$ cat src/rtl/core/bsac_pkg.sv
// ----------------------------------------------------------------------------
// Bounded-step array counter package
// Shared sizes, the modulus and the controller/datapath command and status
// types.
// ----------------------------------------------------------------------------
package bsac_pkg;

  // number of value cells held in the count row
  localparam int MAX_VALUES = 256;

  localparam int CELL_W  = 9;   // cell_value and max_value width
  localparam int COUNT_W = 30;  // one count, always below the modulus
  localparam int SUM_W   = 32;  // holds the sum of three counts
  localparam int LIM_W   = $clog2(MAX_VALUES + 1);

  localparam logic [SUM_W-1:0] PRIME_MOD  = SUM_W'(1000000007);
  localparam logic [SUM_W-1:0] PRIME_MOD2 = SUM_W'(2000000014);

  localparam logic [CELL_W-1:0] MAX_VALUE_RST = CELL_W'(256);

  // controller to datapath
  typedef struct packed {
    logic seed;       // first position: load ones where allowed
    logic step;       // later position: neighbor sum update
    logic sum_clear;  // last position: clear total and sweep counter
    logic shift;      // move counts down by one and add cell 0 to the total
    logic load_out;   // capture the total in the output register
  } cmd_t;

  // datapath to controller
  typedef struct packed {
    logic sum_done;   // every allowed count has been added
  } sts_t;

endpackage

$ cat src/rtl/core/bsac_ctrl.sv
// ----------------------------------------------------------------------------
// Bounded-step array counter controller
// Tracks the array position, runs the total sweep and owns both handshakes.
// ----------------------------------------------------------------------------
module bsac_ctrl import bsac_pkg::*; (
  input  logic clk_i,
  input  logic rst_ni,
  input  logic in_valid_i,
  output logic in_stall_o,
  input  logic end_of_array_i,
  output logic out_valid_o,
  input  logic out_stall_i,
  input  sts_t sts_i,
  output cmd_t cmd_o
);

  typedef enum logic {
    S_IDLE,
    S_SUM
  } state_e;

  state_e state_q;
  logic   first_q;
  logic   out_valid_q;
  logic   accept;
  logic   out_free;

  assign accept   = in_valid_i && (state_q == S_IDLE);
  assign out_free = !out_valid_q || !out_stall_i;

  always_comb begin
    cmd_o.seed      = accept && first_q;
    cmd_o.step      = accept && !first_q;
    cmd_o.sum_clear = accept && end_of_array_i;
    cmd_o.shift     = (state_q == S_SUM) && !sts_i.sum_done;
    cmd_o.load_out  = (state_q == S_SUM) && sts_i.sum_done && out_free;
  end

  always_ff @(posedge clk_i or negedge rst_ni) begin
    if (!rst_ni) begin
      state_q     <= S_IDLE;
      first_q     <= 1'b1;
      out_valid_q <= 1'b0;
    end else begin
      // a new total takes the output register as the old word leaves
      if (cmd_o.load_out) begin
        out_valid_q <= 1'b1;
      end else if (out_valid_q && !out_stall_i) begin
        out_valid_q <= 1'b0;
      end
      unique case (state_q)
        S_IDLE: begin
          if (accept) begin
            first_q <= end_of_array_i;
            if (end_of_array_i) begin
              state_q <= S_SUM;
            end
          end
        end
        S_SUM: begin
          // hold the total until the output register is free
          if (sts_i.sum_done && out_free) begin
            state_q <= S_IDLE;
          end
        end
        default: state_q <= S_IDLE;
      endcase
    end
  end

  assign in_stall_o  = (state_q != S_IDLE);
  assign out_valid_o = out_valid_q;

endmodule

$ cat config.mk
export PLATFORM = sky130hd
export DESIGN_NAME = bsac_ctrl
export DESIGN_NICKNAME = d
export VERILOG_FILES = /design/src/rtl/core/bsac_pkg.sv /design/src/rtl/core/bsac_ctrl.sv
export SDC_FILE = /design/constraint.sdc
export NUM_CORES = 1
export LEC_CHECK = 0
export BUFFER_PORTS_ARGS = -buffer_cell sky130_fd_sc_hd__buf_2
export CAP_MARGIN = 20
export CORE_AREA = 4 4 41 43
export DETAILED_ROUTE_END_ITERATION = 16
export DIE_AREA = 0 0 45 47
export GPL_ROUTABILITY_DRIVEN = 0
export HOLD_SLACK_MARGIN = 0.08
export PLACE_DENSITY = 0.39
export SLEW_MARGIN = 20
export SYNTH_ARGS = -nofsm -noshare
export SYNTH_HDL_FRONTEND = slang
export SYNTH_SLANG_ARGS = --single-unit
export TNS_END_PERCENT = 1
$ cat constraint.sdc
create_clock -name clk_i -period 2.8 [get_ports clk_i]
set_clock_uncertainty 0.2 [all_clocks]
set_input_delay 0.14 -clock clk_i [delete_from_list [all_inputs] [get_ports clk_i]]
set_output_delay 0.14 -clock clk_i [all_outputs]
set_load 0.02 [all_outputs]
==> impl_metrics.csv <==
group,metric,value,unit
placement,port_buffers,12,
global_routing,grt_usage,0.05701,
worst_setup_path,rrSetupSlack,1.23,ns
sta,finalWorstSetupSlack,0.6852,ns
floorplan,initial_core_util,0.1163,
run,maxCapViolations,0,
worst_setup_path,cp-end-kind,"flop",
sta,whs,0.1889,ns
drt,drt_iter0_markers,5,
logic_synthesis,synth-seq-cells,3,
clock_network,path_clk_slew,0.03,ns
drt,viasPerCell,3.625,
global_routing,antenna_found_initial,0,
floorplan,die-area,2115,um2
drt,avgRoutedWirePerCell,8.196,um
drt,routed_wl,459,um
clock_network,cts_made_buffers,3,
placement,pre_cts_ws,1.598,ns
logic_synthesis,avgSynthCellArea,8.906,um2
worst_hold_path,hold_path_class,"in -> async",
finish,multi_input_area,71.32,um2
drt,drtAntennaViolNets,0,
global_routing,overflow,0,
floorplan,die_x,45,um
finish,fin_area,336.6,um2
power,ir_worst_vdd,217.2,uV
logic_synthesis,synth_cell_types,10,
sta,tightest_slew,0.2196,ns
sta,post-route-period-util,0.7553,
power,p_leak,0.1735,nW
worst_setup_path,rr_startpoint,"in_stall_o$_DFF_PN0_",
sta,fin_crit,2.115,ns
finish,fill_cells,147,
logic_synthesis,ys_warn_count,0,
floorplan,ios,13,
sta,setup_tns,0,ns
logic_synthesis,synth.area.top_cells,"dfrtp_1, dfstp_2, nand2_1, nand2b_4, nor2_1",
worst_setup_path,start_kind,"input port",
worst_setup_path,r2r-end,"first_q$_DFFE_PN1P_",
floorplan,core,1301,um2
global_routing,grt_pass1_wl,834,um
drt,dr.pass1.iters,4,
drt,drcViolationCount,0,
finish,num-nets-final,48,
finish,seq_area,76.32,um2
logic_synthesis,netlist_area,151.4,um2
clock_network,clock_path_buffers,2,
power,p_per_area,812.2,nW/um2
clock_network,htreeDepth,1,
sta,relSlewSlack,0.8536,
worst_setup_path,rr_worst_depth,3,
logic_synthesis,synth_area_leader_cell,"dfrtp_1",
logic_synthesis,synth_seq_area_share,0.5041,
drt,vias,203,
logic_synthesis,synthCells,17,
worst_setup_path,crit_fanout,2,
global_routing,grt_max_degree,9,
outcome,outcome,"completed",
worst_setup_path,arrival,2.08,ns
finish,num_antenna_cells,0,
floorplan,rows,13,
sta,final_max_slew_viol_count,0,
placement,dpl_cell_area,230.2,um2
clock_network,postCtsSetupBuffers,0,
logic_synthesis,yosys.area.top_type_share,0.3306,
clock_network,clk_latency,0.23,ns
clock_network,clock_sinks,3,
sta,hold_viol_final,0,
logic_synthesis,synthesis.nets,23,
sta,max_clock_freq,472.8,MHz
finish,areaGrowthSynthToFinish,122.3,%
clock_network,ctsRootBufferMaster,"clkbuf_4",
floorplan,die_y,47,um
sta,setup_viol,0,
worst_setup_path,required,2.77,ns
worst_setup_path,critPathKind,"in -> reg",
clock_network,tritoncts,"built",
finish,layout-drive-gt1-share,0.4146,
sta,rsz0062_at_grt,"no",
global_routing,grt_pass1_vias,210,
cells by family after synthesis:
family	count (synthesis)	synth area share
AO/OA/AOI/OAI	4	0.1653
flip-flops	3	0.5042
AND/OR/NAND/NOR	9	0.3058
buffers and inverters	1	0.02477
power by group:
group / total, mW / switching, mW / leakage [nW] / internal [mW]
Sequential: 0.0816 / 0.0177 / 0.0343 / 0.0640
Clock: 0.0746 / 0.0212 / 0.0150 / 0.0533
Combinational: 0.117 / 0.0590 / 0.124 / 0.0581
Total: 0.273 / 0.0979 / 0.174 / 0.175
registers in the layout, summed over array words and instances, names as in the netlist:
| signal | cells |
|---|---|
| out_valid_o | 1 |
| in_stall_o | 1 |
| first_q | 1 |
critical path, cell delays in order:
cell,delay [ns]
dlygate4sd3_1,0.52
buf_2,0.11
nand2_1,0.06
dlygate4sd3_1,0.56
o2bb2ai_1,0.14
dlygate4sd3_1,0.56
timing repair:
| action | in CTS | in global routing |
|---|---|---|
| hold endpoints to repair | 6 | 0 |
| hold buffers | 8 | 0 |
| gates resized for setup | 0 | 0 |
layout make-up:
class | instances | area share
flip-flops and latches | 3 | 0.2268
clock buffers | 4 | 0.07807
repair buffers | 20 | 0.4164
inverters | 1 | 0.01115
multi-input cells | 13 | 0.2119
well taps | 15 | 0.05576
layer usage:
metal,GRT usage,part of all wire,vias up
met5,0,0,-
met3,0.02682,0.15,0
met1,0.07094,0.48,85
li1,-,-,105
met4,0.03509,0,0
met2,0.07910,0.36,13
cells in the final DEF, fill, tap and decap left out, drive strengths merged:
cell | netlist | final
dfstp | 1 | 1
inv | 1 | 1
buf | 0 | 12
o2bb2ai | 1 | 1
dfrtp | 2 | 2
nand2 | 4 | 4
dlygate4sd3 | 0 | 8
a21oi | 2 | 2
nor2 | 3 | 3
nand2b | 1 | 1
nor2b | 1 | 1
clkbuf | 0 | 4
a31oi | 1 | 1
through the flow:
stage	util	power, mW	cells
5_1_grt	0.2587	0.2987	56
4_1_cts	0.2587	0.2793	56
3_5_place_dp	0.1769	0.1778	44
3_3_place_gp	0.1769	0.1794	44
2_1_floorplan	-	0.1425	17
6_report	0.2587	0.2734	56
how the worst max path moves through the flow:
stage / from / cells past startpoint / end
global placement: in_stall_o$_DFF_PN0_ / 3 / cmd_o[3]
global route: end_of_array_i / 6 / first_q$_DFFE_PN1P_
detailed placement: in_stall_o$_DFF_PN0_ / 3 / cmd_o[3]
CTS: end_of_array_i / 6 / first_q$_DFFE_PN1P_
finish: end_of_array_i / 6 / first_q$_DFFE_PN1P_
floorplan: in_stall_o$_DFF_PN0_ / 2 / cmd_o[0]
Yosys cell counts:
library cell and n:
o2bb2ai_1 1, dfstp_2 1, inv_1 1, dfrtp_1 2, a31oi_1 1, nor2_1 3
nand2b_4 1, a21oi_1 2, nor2b_1 1, nand2_1 4
Note: power is estimated with default switching activity, not from simulation.
